File: config.mk
export PLATFORM = sky130hd
export DESIGN_NAME = key_matrix_row_debouncer_flat
export DESIGN_NICKNAME = d
export VERILOG_FILES = /design/src/hw/rtl/kmrd_pkg.sv /design/src/hw/rtl/kmrd_scan_if.sv /design/src/hw/rtl/kmrd_result_if.sv /design/src/hw/rtl/kmrd_ram.sv /design/src/hw/rtl/kmrd_row_update.sv /design/src/hw/rtl/key_matrix_row_debouncer.sv /design/src/flat_wrapper.sv
export SDC_FILE = /design/constraint.sdc
export NUM_CORES = 1
export LEC_CHECK = 0
export ABC_AREA = 1
export BUFFER_PORTS_ARGS = -buffer_cell sky130_fd_sc_hd__buf_2
export CAP_MARGIN = 20
export CELL_PAD_IN_SITES_DETAIL_PLACEMENT = 1
export CELL_PAD_IN_SITES_GLOBAL_PLACEMENT = 1
export CORE_AREA = 2 2 308 310
export DETAILED_ROUTE_END_ITERATION = 8
export DIE_AREA = 0 0 310 312
export GPL_TIMING_DRIVEN = 0
export PLACE_DENSITY = 0.83
export SETUP_SLACK_MARGIN = 0.15
export SYNTH_ARGS = -nofsm -noshare
export SYNTH_HDL_FRONTEND = slang
export SYNTH_SLANG_ARGS = --single-unit
File: constraint.sdc
create_clock -name clk -period 13.55 [get_ports clk]
set_clock_uncertainty 0.15 [all_clocks]
set_input_delay 2.71 -clock clk [delete_from_list [all_inputs] [get_ports clk]]
set_output_delay 2.71 -clock clk [all_outputs]
set_load 0.01 [all_outputs]
File: src/hw/rtl/kmrd_pkg.sv
`timescale 1ns / 1ps

package kmrd_pkg;

	// Fixed field widths of the scan and result channels, and of the history, shift and length fields.
	localparam int PIN_W     = 15;
	localparam int ELAPSED_W = 16;
	localparam int ROW_IDX_W = 3;
	localparam int HIST_W    = 8;
	localparam int SHIFT_W   = 4;
	localparam int LEN_W     = 4;

	// Largest shift taken per row-zero pass, the legal debounce length range and the reset debounce length.
	localparam logic [SHIFT_W-1:0] MAX_SHIFT = 4'd8;
	localparam logic [LEN_W-1:0]   LEN_MIN   = 4'd1;
	localparam logic [LEN_W-1:0]   LEN_MAX   = 4'd8;
	localparam logic [LEN_W-1:0]   LEN_RESET = 4'd5;

	// Configuration register indexes.
	typedef enum logic [0:0] {
		REG_DEBOUNCE_LEN = 1'b0
	} cfg_reg_t;

	// Per-scan controls handed to the row update logic.
	typedef struct packed {
		logic [SHIFT_W-1:0] shift;
		logic [HIST_W-1:0]  mask;
	} upd_ctrl_t;

	// True when the value is a nonzero run of ones starting at bit zero.
	function automatic logic low_run(logic [HIST_W-1:0] v);
		logic [HIST_W:0] p;
		p = {1'b0, v} + {{HIST_W{1'b0}}, 1'b1};
		return (v != '0) && (({1'b0, v} & p) == '0);
	endfunction

endpackage

File: src/hw/rtl/kmrd_scan_if.sv
`timescale 1ns / 1ps

interface kmrd_scan_if;
	import kmrd_pkg::*;

	logic                 valid;
	logic                 ready;
	logic [PIN_W-1:0]     col_pins_n;
	logic [ELAPSED_W-1:0] elapsed_ms;

	modport source (output valid, col_pins_n, elapsed_ms, input ready);
	modport sink (input valid, col_pins_n, elapsed_ms, output ready);
endinterface

File: src/hw/rtl/kmrd_result_if.sv
`timescale 1ns / 1ps

interface kmrd_result_if;
	import kmrd_pkg::*;

	logic                 valid;
	logic                 ready;
	logic [ROW_IDX_W-1:0] row_index;
	logic                 scanned;
	logic [PIN_W-1:0]     row_keys;
	logic [PIN_W-1:0]     bounce_cols;

	modport source (output valid, row_index, scanned, row_keys, bounce_cols, input ready);
	modport sink (input valid, row_index, scanned, row_keys, bounce_cols, output ready);
endinterface

File: src/hw/rtl/kmrd_ram.sv
`timescale 1ns / 1ps

module kmrd_ram #(
	parameter int WIDTH = 8,
	parameter int DEPTH = 4
) (
	input  logic                                  clk,
	input  logic                                  we,
	input  logic [(DEPTH > 1 ? $clog2(DEPTH) : 1)-1:0] waddr,
	input  logic [WIDTH-1:0]                      wdata,
	input  logic                                  re,
	input  logic [(DEPTH > 1 ? $clog2(DEPTH) : 1)-1:0] raddr,
	output logic [WIDTH-1:0]                      rdata
);

	logic [WIDTH-1:0] mem_q [DEPTH];

	// One write port and one registered read port; read data holds when idle.
	always_ff @(posedge clk) begin
		if (we) begin
			mem_q[waddr] <= wdata;
		end
		if (re) begin
			rdata <= mem_q[raddr];
		end
	end

endmodule

File: src/hw/rtl/kmrd_row_update.sv
`timescale 1ns / 1ps

module kmrd_row_update
	import kmrd_pkg::*;
#(
	parameter int COLS = 15
) (
	input  upd_ctrl_t              ctrl,
	input  logic [PIN_W-1:0]       pins_n,
	input  logic [COLS*HIST_W-1:0] old_hist,
	input  logic [COLS-1:0]        old_state,
	output logic [COLS*HIST_W-1:0] new_hist,
	output logic [COLS-1:0]        new_state,
	output logic [COLS-1:0]        bounce
);

	logic [HIST_W:0] fill;

	// Ones shifted in for a closed key, one per elapsed millisecond.
	assign fill = (({{HIST_W{1'b0}}, 1'b1}) << ctrl.shift) - {{HIST_W{1'b0}}, 1'b1};

	for (genvar i = 0; i < COLS; i++) begin : g_col
		logic                closed;
		logic [2*HIST_W-1:0] shifted;
		logic [HIST_W-1:0]   h;
		logic [HIST_W-1:0]   v;
		logic                st;

		// Columns past the pin field read as open.
		if (i < PIN_W) begin : g_pin
			assign closed = ~pins_n[i];
		end else begin : g_nopin
			assign closed = 1'b0;
		end

		assign shifted = {{HIST_W{1'b0}}, old_hist[i*HIST_W +: HIST_W]} << ctrl.shift;
		assign h = shifted[HIST_W-1:0] | (closed ? fill[HIST_W-1:0] : '0);
		assign v = h & ctrl.mask;

		// Classify the newest samples: released, pressed, held or bounce.
		always_comb begin
			st = old_state[i];
			bounce[i] = 1'b0;
			if (ctrl.shift != '0) begin
				if (v == '0) begin
					st = 1'b0;
				end else if (low_run(v)) begin
					st = 1'b1;
				end else if (!low_run(~v & ctrl.mask)) begin
					bounce[i] = 1'b1;
				end
			end
		end

		assign new_hist[i*HIST_W +: HIST_W] = (ctrl.shift != '0) ? h : old_hist[i*HIST_W +: HIST_W];

		// Key state is kept only within the pin field.
		if (i < PIN_W) begin : g_st
			assign new_state[i] = st;
		end else begin : g_nost
			assign new_state[i] = 1'b0;
		end
	end

endmodule

File: src/hw/rtl/key_matrix_row_debouncer.sv
`timescale 1ns / 1ps

// Channel  Dir  Handshake      Payload
// scan     in   valid/ready    col_pins_n[14:0], elapsed_ms[15:0]
// result   out  valid/ready    row_index[2:0], scanned, row_keys[14:0], bounce_cols[14:0]
// apb      in   psel/penable   debounce_len at byte address 0
//
// One request per cycle unless the result stalls; stage one feeds the result register.
// Histories and key states of a row sit in one word of a RAM with a registered read;
// the row is read on acceptance and written back when the result is registered.
// A write to the row just read is forwarded. Reset clears the per-row valid bits,
// so no clearing pass is needed. A stalled result holds the update stage.

module key_matrix_row_debouncer
	import kmrd_pkg::*;
#(
	parameter int ROWS = 5,
	parameter int COLS = 15
) (
	input  logic               clk,
	input  logic               arst_n,
	kmrd_scan_if.sink          scan,
	kmrd_result_if.source      result,
	input  logic               psel,
	input  logic               penable,
	input  logic               pwrite,
	input  logic [2:0]         paddr,
	input  logic [31:0]        pwdata,
	output logic [31:0]        prdata,
	output logic               pready
);

	localparam int RW = (ROWS > 1) ? $clog2(ROWS) : 1;
	localparam int WW = COLS * HIST_W + COLS;
	localparam logic [RW:0] ROWS_L = (RW + 1)'(ROWS);

	logic [LEN_W-1:0]   len_q;
	logic [RW-1:0]      row_q;
	logic [SHIFT_W-1:0] latched_q;
	logic [ROWS-1:0]    row_vld_q;

	logic               vld_s1;
	logic [RW-1:0]      row_s1;
	logic [SHIFT_W-1:0] shift_s1;
	logic [PIN_W-1:0]   pins_s1;
	logic               fwd_s1;
	logic               rowvld_s1;
	logic [WW-1:0]      fwd_word_q;

	logic               accept;
	logic               adv;
	logic [SHIFT_W-1:0] shift_in;
	logic [RW:0]        row_inc;
	logic [WW-1:0]      ram_rdata;
	logic [WW-1:0]      old_word;
	logic [WW-1:0]      new_word;
	logic [COLS-1:0]    bounce;
	logic [LEN_W-1:0]   len_clamped;
	upd_ctrl_t          ctrl;
	logic [PIN_W-1:0]   keys_w;
	logic [PIN_W-1:0]   bounce_w;
	logic [RW+ROW_IDX_W-1:0] row_ext;

	// Configuration port: single register, always ready.
	assign pready = 1'b1;
	assign prdata = {{(32 - LEN_W){1'b0}}, len_q};

	always_ff @(posedge clk or negedge arst_n) begin
		if (!arst_n) begin
			len_q <= LEN_RESET;
		end else if (psel && penable && pwrite && (cfg_reg_t'(paddr[2]) == REG_DEBOUNCE_LEN)) begin
			len_q <= pwdata[LEN_W-1:0];
		end
	end

	// Handshake control for the update stage and the result register.
	assign adv    = vld_s1 && (!result.valid || result.ready);
	assign scan.ready = !vld_s1 || adv;
	assign accept = scan.valid && scan.ready;

	// Shift count: relatched at row zero, saturated to the maximum.
	always_comb begin
		if (row_q == '0) begin
			shift_in = (scan.elapsed_ms > ELAPSED_W'(MAX_SHIFT)) ? MAX_SHIFT
				: scan.elapsed_ms[SHIFT_W-1:0];
		end else begin
			shift_in = latched_q;
		end
	end

	assign row_inc = {1'b0, row_q} + {{RW{1'b0}}, 1'b1};

	// Row counter, latched shift and per-row valid bits.
	always_ff @(posedge clk or negedge arst_n) begin
		if (!arst_n) begin
			row_q     <= '0;
			latched_q <= '0;
			row_vld_q <= '0;
			vld_s1    <= 1'b0;
		end else begin
			if (accept) begin
				row_q     <= (row_inc >= ROWS_L) ? '0 : row_inc[RW-1:0];
				latched_q <= shift_in;
			end
			if (adv) begin
				row_vld_q[row_s1] <= 1'b1;
			end
			if (accept) begin
				vld_s1 <= 1'b1;
			end else if (adv) begin
				vld_s1 <= 1'b0;
			end
		end
	end

	// Stage one payload, including the forwarding decision for the row read.
	always_ff @(posedge clk) begin
		if (accept) begin
			row_s1    <= row_q;
			shift_s1  <= shift_in;
			pins_s1   <= scan.col_pins_n;
			fwd_s1    <= adv && (row_s1 == row_q);
			rowvld_s1 <= row_vld_q[row_q];
		end
		if (adv) begin
			fwd_word_q <= new_word;
		end
	end

	kmrd_ram #(
		.WIDTH (WW),
		.DEPTH (ROWS)
	) u_row_ram (
		.clk   (clk),
		.we    (adv),
		.waddr (row_s1),
		.wdata (new_word),
		.re    (accept),
		.raddr (row_q),
		.rdata (ram_rdata)
	);

	// Pick the freshest copy of the row; a never-written row reads as zero.
	always_comb begin
		if (fwd_s1) begin
			old_word = fwd_word_q;
		end else if (rowvld_s1) begin
			old_word = ram_rdata;
		end else begin
			old_word = '0;
		end
	end

	// Debounce length clamped to the legal range, then turned into a mask.
	always_comb begin
		if (len_q < LEN_MIN) begin
			len_clamped = LEN_MIN;
		end else if (len_q > LEN_MAX) begin
			len_clamped = LEN_MAX;
		end else begin
			len_clamped = len_q;
		end
		ctrl.shift = shift_s1;
		ctrl.mask  = HIST_W'(({{HIST_W{1'b0}}, 1'b1} << len_clamped) - {{HIST_W{1'b0}}, 1'b1});
	end

	kmrd_row_update #(
		.COLS (COLS)
	) u_row_update (
		.ctrl      (ctrl),
		.pins_n    (pins_s1),
		.old_hist  (old_word[COLS*HIST_W-1:0]),
		.old_state (old_word[WW-1:COLS*HIST_W]),
		.new_hist  (new_word[COLS*HIST_W-1:0]),
		.new_state (new_word[WW-1:COLS*HIST_W]),
		.bounce    (bounce)
	);

	// Fit the column masks to the result field width.
	for (genvar j = 0; j < PIN_W; j++) begin : g_out
		if (j < COLS) begin : g_has
			assign keys_w[j]   = new_word[COLS*HIST_W + j];
			assign bounce_w[j] = bounce[j];
		end else begin : g_none
			assign keys_w[j]   = 1'b0;
			assign bounce_w[j] = 1'b0;
		end
	end

	assign row_ext = {{ROW_IDX_W{1'b0}}, row_s1};

	// Result register.
	always_ff @(posedge clk or negedge arst_n) begin
		if (!arst_n) begin
			result.valid <= 1'b0;
		end else if (adv) begin
			result.valid <= 1'b1;
		end else if (result.ready) begin
			result.valid <= 1'b0;
		end
	end

	always_ff @(posedge clk) begin
		if (adv) begin
			result.row_index   <= row_ext[ROW_IDX_W-1:0];
			result.scanned     <= (shift_s1 != '0);
			result.row_keys    <= keys_w;
			result.bounce_cols <= bounce_w;
		end
	end

endmodule
File: src/flat_wrapper.sv
// flat-port wrapper written by rule: the top's interface ports become plain ports
module key_matrix_row_debouncer_flat import kmrd_pkg::*;
#(
	parameter int ROWS = 5,
	parameter int COLS = 15
)
  (clk, arst_n, psel, penable, pwrite, paddr, pwdata, prdata, pready, scan_valid, scan_col_pins_n, scan_elapsed_ms, scan_ready, result_valid, result_row_index, result_scanned, result_row_keys, result_bounce_cols, result_ready);
  kmrd_scan_if scan_i ();
  kmrd_result_if result_i ();
  input  logic clk;
  input  logic arst_n;
  input  logic psel;
  input  logic penable;
  input  logic pwrite;
  input  logic [2:0] paddr;
  input  logic [31:0] pwdata;
  output logic [31:0] prdata;
  output logic pready;
  input wire logic [$bits(scan_i.valid)-1:0] scan_valid;
  input wire logic [$bits(scan_i.col_pins_n)-1:0] scan_col_pins_n;
  input wire logic [$bits(scan_i.elapsed_ms)-1:0] scan_elapsed_ms;
  output wire logic [$bits(scan_i.ready)-1:0] scan_ready;
  output wire logic [$bits(result_i.valid)-1:0] result_valid;
  output wire logic [$bits(result_i.row_index)-1:0] result_row_index;
  output wire logic [$bits(result_i.scanned)-1:0] result_scanned;
  output wire logic [$bits(result_i.row_keys)-1:0] result_row_keys;
  output wire logic [$bits(result_i.bounce_cols)-1:0] result_bounce_cols;
  input wire logic [$bits(result_i.ready)-1:0] result_ready;
  assign scan_i.valid = scan_valid;
  assign scan_i.col_pins_n = scan_col_pins_n;
  assign scan_i.elapsed_ms = scan_elapsed_ms;
  assign scan_ready = scan_i.ready;
  assign result_valid = result_i.valid;
  assign result_row_index = result_i.row_index;
  assign result_scanned = result_i.scanned;
  assign result_row_keys = result_i.row_keys;
  assign result_bounce_cols = result_i.bounce_cols;
  assign result_i.ready = result_ready;
  key_matrix_row_debouncer #(.ROWS(ROWS), .COLS(COLS)) u_core (.clk(clk), .arst_n(arst_n), .scan(scan_i), .result(result_i), .psel(psel), .penable(penable), .pwrite(pwrite), .paddr(paddr), .pwdata(pwdata), .prdata(prdata), .pready(pready));
endmodule
==> flow_metrics.env <==
export IMPL_run_status="completed"
export IMPL_die_w_um=310
export IMPL_postCtsSetupRepairBufs=0
export IMPL_drc=0
export IMPL_cts_hold_buf=0
export IMPL_holdCritPathClass="reg2reg"
export IMPL_wl_per_cell_um=34.05
export IMPL_postRouteWirelength_um=212500
export IMPL_place_gp_congestion=1.049
export IMPL_viasPerCell=6.514
export IMPL_layout_area_seq_um2=30120
export IMPL_vdd_ir_drop_max_mv=0.1508
export IMPL_cts_buffers=104
export IMPL_end_kind="flop"
export IMPL_tightest_slew_ns=1.309
export IMPL_min_period_ns=7.255
export IMPL_sw_frac_of_total=0.4053
export IMPL_vias=40668
export IMPL_syn_instance_count=4621
export IMPL_dr_first_iter_drc_count=6415
export IMPL_cts_tree="built"
export IMPL_layout_nets=4973
export IMPL_cap_violations=0
export IMPL_clkTransAtPathRegs_ns=0.06
export IMPL_leakage_uw=0.02011
export IMPL_ys_ff_latch=1006
export IMPL_cts_buffer_depth=3
export IMPL_switching_power_uw=4653
export IMPL_p_int_uw=6827
export IMPL_boundaryPins=142
export IMPL_clock_latency_ns=0.74
export IMPL_ys_types=50
export IMPL_cts_max_level=3
export IMPL_synthArstFlopShare=0.01789
export IMPL_crit_type="reg2reg"
export IMPL_sequentialPowerShare=0.391
export IMPL_rsz0062_at_grt="false"
export IMPL_combPwrFrac=0.357
export IMPL_first_pass_iters=6
export IMPL_clockPowerShare=0.252
export IMPL_drive_above_1_share=0.09454
export IMPL_fin_crit_sh=0.5354
export IMPL_grt_overflow_total=0
export IMPL_fin_tns_setup_ns=0
export IMPL_hp_start="u_core.latched_q[0]"
export IMPL_p_per_area_nw_per_um2=217.1
export IMPL_yosysWarnings=0
export IMPL_seq_area_frac_synth=0.6513
export IMPL_yosysTopAreaCellShare=0.6415
export IMPL_grt_pass1_vias=40716
export IMPL_crit_arrival_ns=7.55
export IMPL_synth_ff_type="edfxtp_1"
export IMPL_core_area_um2=93050
export IMPL_grt_pass1_wl_um=295300
export IMPL_port_buffers=82
export IMPL_r2r_start="u_core.shift_s1[3]"
export IMPL_antenna_found_initial=13
export IMPL_grt_max_degree=91
export IMPL_syn_avg_cell_area_um2=10.01
export IMPL_cp_max_fo=10
export IMPL_syn_area_um2=46250
export IMPL_multi_input_area_um2=14260
export IMPL_grt_usage=0.4356
export IMPL_critPathLaunch="u_core.shift_s1[3]"
export IMPL_ant_nets=0
export IMPL_start_util=0.4970
export IMPL_synthToLayoutAreaGrowth_pct=14.36
export IMPL_cts_root_buf="clkbuf_16"
export IMPL_slew_headroom=0.1271
export IMPL_cts_sinks=1006
export IMPL_start_kind="flop"
export IMPL_post_cts_resized=0
export IMPL_max_freq_mhz=137.8
export IMPL_fp_dieArea_um2=96720
export IMPL_synth_area_leaders="edfxtp_1, nand2_1, nor2_1"
export IMPL_crit_required_ns=13.84
export IMPL_fill_cells=10270
export IMPL_synth_edf_count=988
export IMPL_placed_cell_area_um2=49480
export IMPL_hold_viol=0
export IMPL_num_rows=112
export IMPL_maxSlewViolCount=0
export IMPL_setup_violations=0
export IMPL_fin_area_um2=52890
export IMPL_place_hpwl_um=143900
export IMPL_synth_largest_area_cell="edfxtp_1"
export IMPL_die_height_um=312
[power by group through the flow]
stage | clock network, uW | logic (uW) | registers [uW]
after floorplan | 0 | 2140 | 4440
after global placement | 0 | 3600 | 4590
after detailed placement | 0 | 3870 | 4520
after CTS | 2890 | 3930 | 4470
after global routing | 2990 | 4280 | 4500
final | 2890 | 4100 | 4490
[per-layer routing]
metal,vias up,share of wire,track usage,wire (um)
met5,-,0.0019,0.02276,399
met4,16,0.073,0.2703,15620
met3,771,0.11,0.1061,24200
met2,2883,0.44,0.6600,93620
met1,20348,0.37,0.5628,78710
li1,16650,-,-,-
[through the flow]
stage	instances	hold WS, ns	total power [uW]	util	setup slack [ns]
floorplan	4649	0.2773	6585	-	0.6388
global placement	5985	0.2875	8194	0.5194	-7.106
detailed placement	6042	0.3033	8391	0.5318	6.863
CTS	6234	0.3327	11300	0.5679	6.808
global route	6236	0.3651	11770	0.5682	6.512
finish	6243	0.3310	11480	0.5684	6.295
[cells by family (layout without fill, tap and decap cells)]
logic type | Yosys count | after routing | synth area share
AO/OA/AOI/OAI | 701 | 701 | 0.08425
XOR/XNOR | 6 | 6 | 0.002111
adder cells (fa/ha/maj) | 4 | 4 | 0.001082
buffers and inverters | 451 | 784 | 0.04351
flip-flops | 1006 | 1006 | 0.6513
other | 2 | 37 | 0.0001624
AND/OR/NAND/NOR | 2451 | 2451 | 0.2176
[worst max-delay path, stage by stage (launching register included)]
cell and delay (ns):
edfxtp_1 0.51, inv_2 0.21, nand2_1 0.23, inv_2 0.17, nand2_1 0.15, buf_2 0.39
buf_2 0.44, buf_2 0.39, buf_2 0.65, ha_1 0.33, o21bai_1 0.13, nand2_1 0.40
inv_2 0.60, nand2_1 0.14, nand2_1 0.21, nand4_1 0.15, nor2_1 0.13, nand2_1 0.09
nand2_1 0.08, nand4_1 0.61, a21oi_1 0.73
[placed cells by master, fill, tap and decap left out, types with 10 or more instances in the layout]
cell type  instances
dfrtp_1           16
nand3_1          480
inv_2             15
clkinv_2          21
a22oi_1           18
o21ai_1           19
o21ai_0          361
nor3_1            12
clkbuf_16        105
buf_2            131
inv_1            128
buf_1             46
edfxtp_1         988
clkinv_1          19
a21oi_1           86
buf_4             57
buf_12            24
buf_16            10
clkbuf_1         160
nand4_1           36
a31oi_1          174
conb_1            30
nor2_1           916
o211ai_1          20
nand2_1          959
buf_8             24
[final timing paths]
check / to / slack [ns] / cells after the start
setup / recovery: u_core.u_row_ram.mem_q[1][126] / 6.29 / 20
hold / removal: u_core.latched_q[0] / 0.33 / 2
setup reg to reg: u_core.u_row_ram.mem_q[1][126] / 6.29 / 20
hold reg to reg: u_core.latched_q[0] / 0.33 / 2
max in group asynchronous: u_core.len_q[0] / 11.07 / 1
min in group asynchronous: u_core.len_q[3] / 1.81 / 1
[Yosys cell counts (3+ instances only)]
cell type  instances
edfxtp_1         988
nand2_1          959
nor2_1           921
nand3_1          480
o21ai_0          361
a31oi_1          174
clkbuf_1         147
inv_1            129
a21oi_1           86
buf_4             56
buf_2             49
buf_1             46
nand4_1           36
o211ai_1          20
o21ai_1           19
a22oi_1           18
dfrtp_1           16
inv_2             15
nor3_1            13
or2_2              8
and3_1             6
buf_6              6
nand2_2            6
and2_1             5
ha_1               4
nand3b_1           4
nor2_2             4
o22ai_1            4
a21boi_0           3
a21boi_1           3
nand3_2            3
nor4_1             3
o21ai_2            3
o21bai_1           3
xor2_1             3
[flip-flops by register name (all words and copies together) (netlist names)]
register,count
u_core.result.valid,1
u_core.fwd_s1,1
u_core.result.bounce_cols,15
u_core.pins_s1,15
u_core.len_q,4
u_core.row_q,3
u_core.result.scanned,1
u_core.fwd_word_q,120
u_core.vld_s1,1
u_core.latched_q,4
u_core.u_row_ram.rdata,135
u_core.u_row_ram.mem_q,675
u_core.rowvld_s1,1
u_core.result.row_index,3
u_core.row_vld_q,5
u_core.row_s1,3
u_core.shift_s1,4
u_core.result.row_keys,15
[area by class of cell]
cell class / instances / area share
clock buffers: 130 / 0.05259
clock inverters: 62 / 0.01088
plain buffers: 304 / 0.02775
flip-flops and latches: 1006 / 0.5695
diodes: 7 / 0.0003312
inverters: 147 / 0.01062
multi-input cells: 3192 / 0.2696
well taps: 1254 / 0.02967
repair buffers: 141 / 0.02900
(Power assumes the default switching activity.)
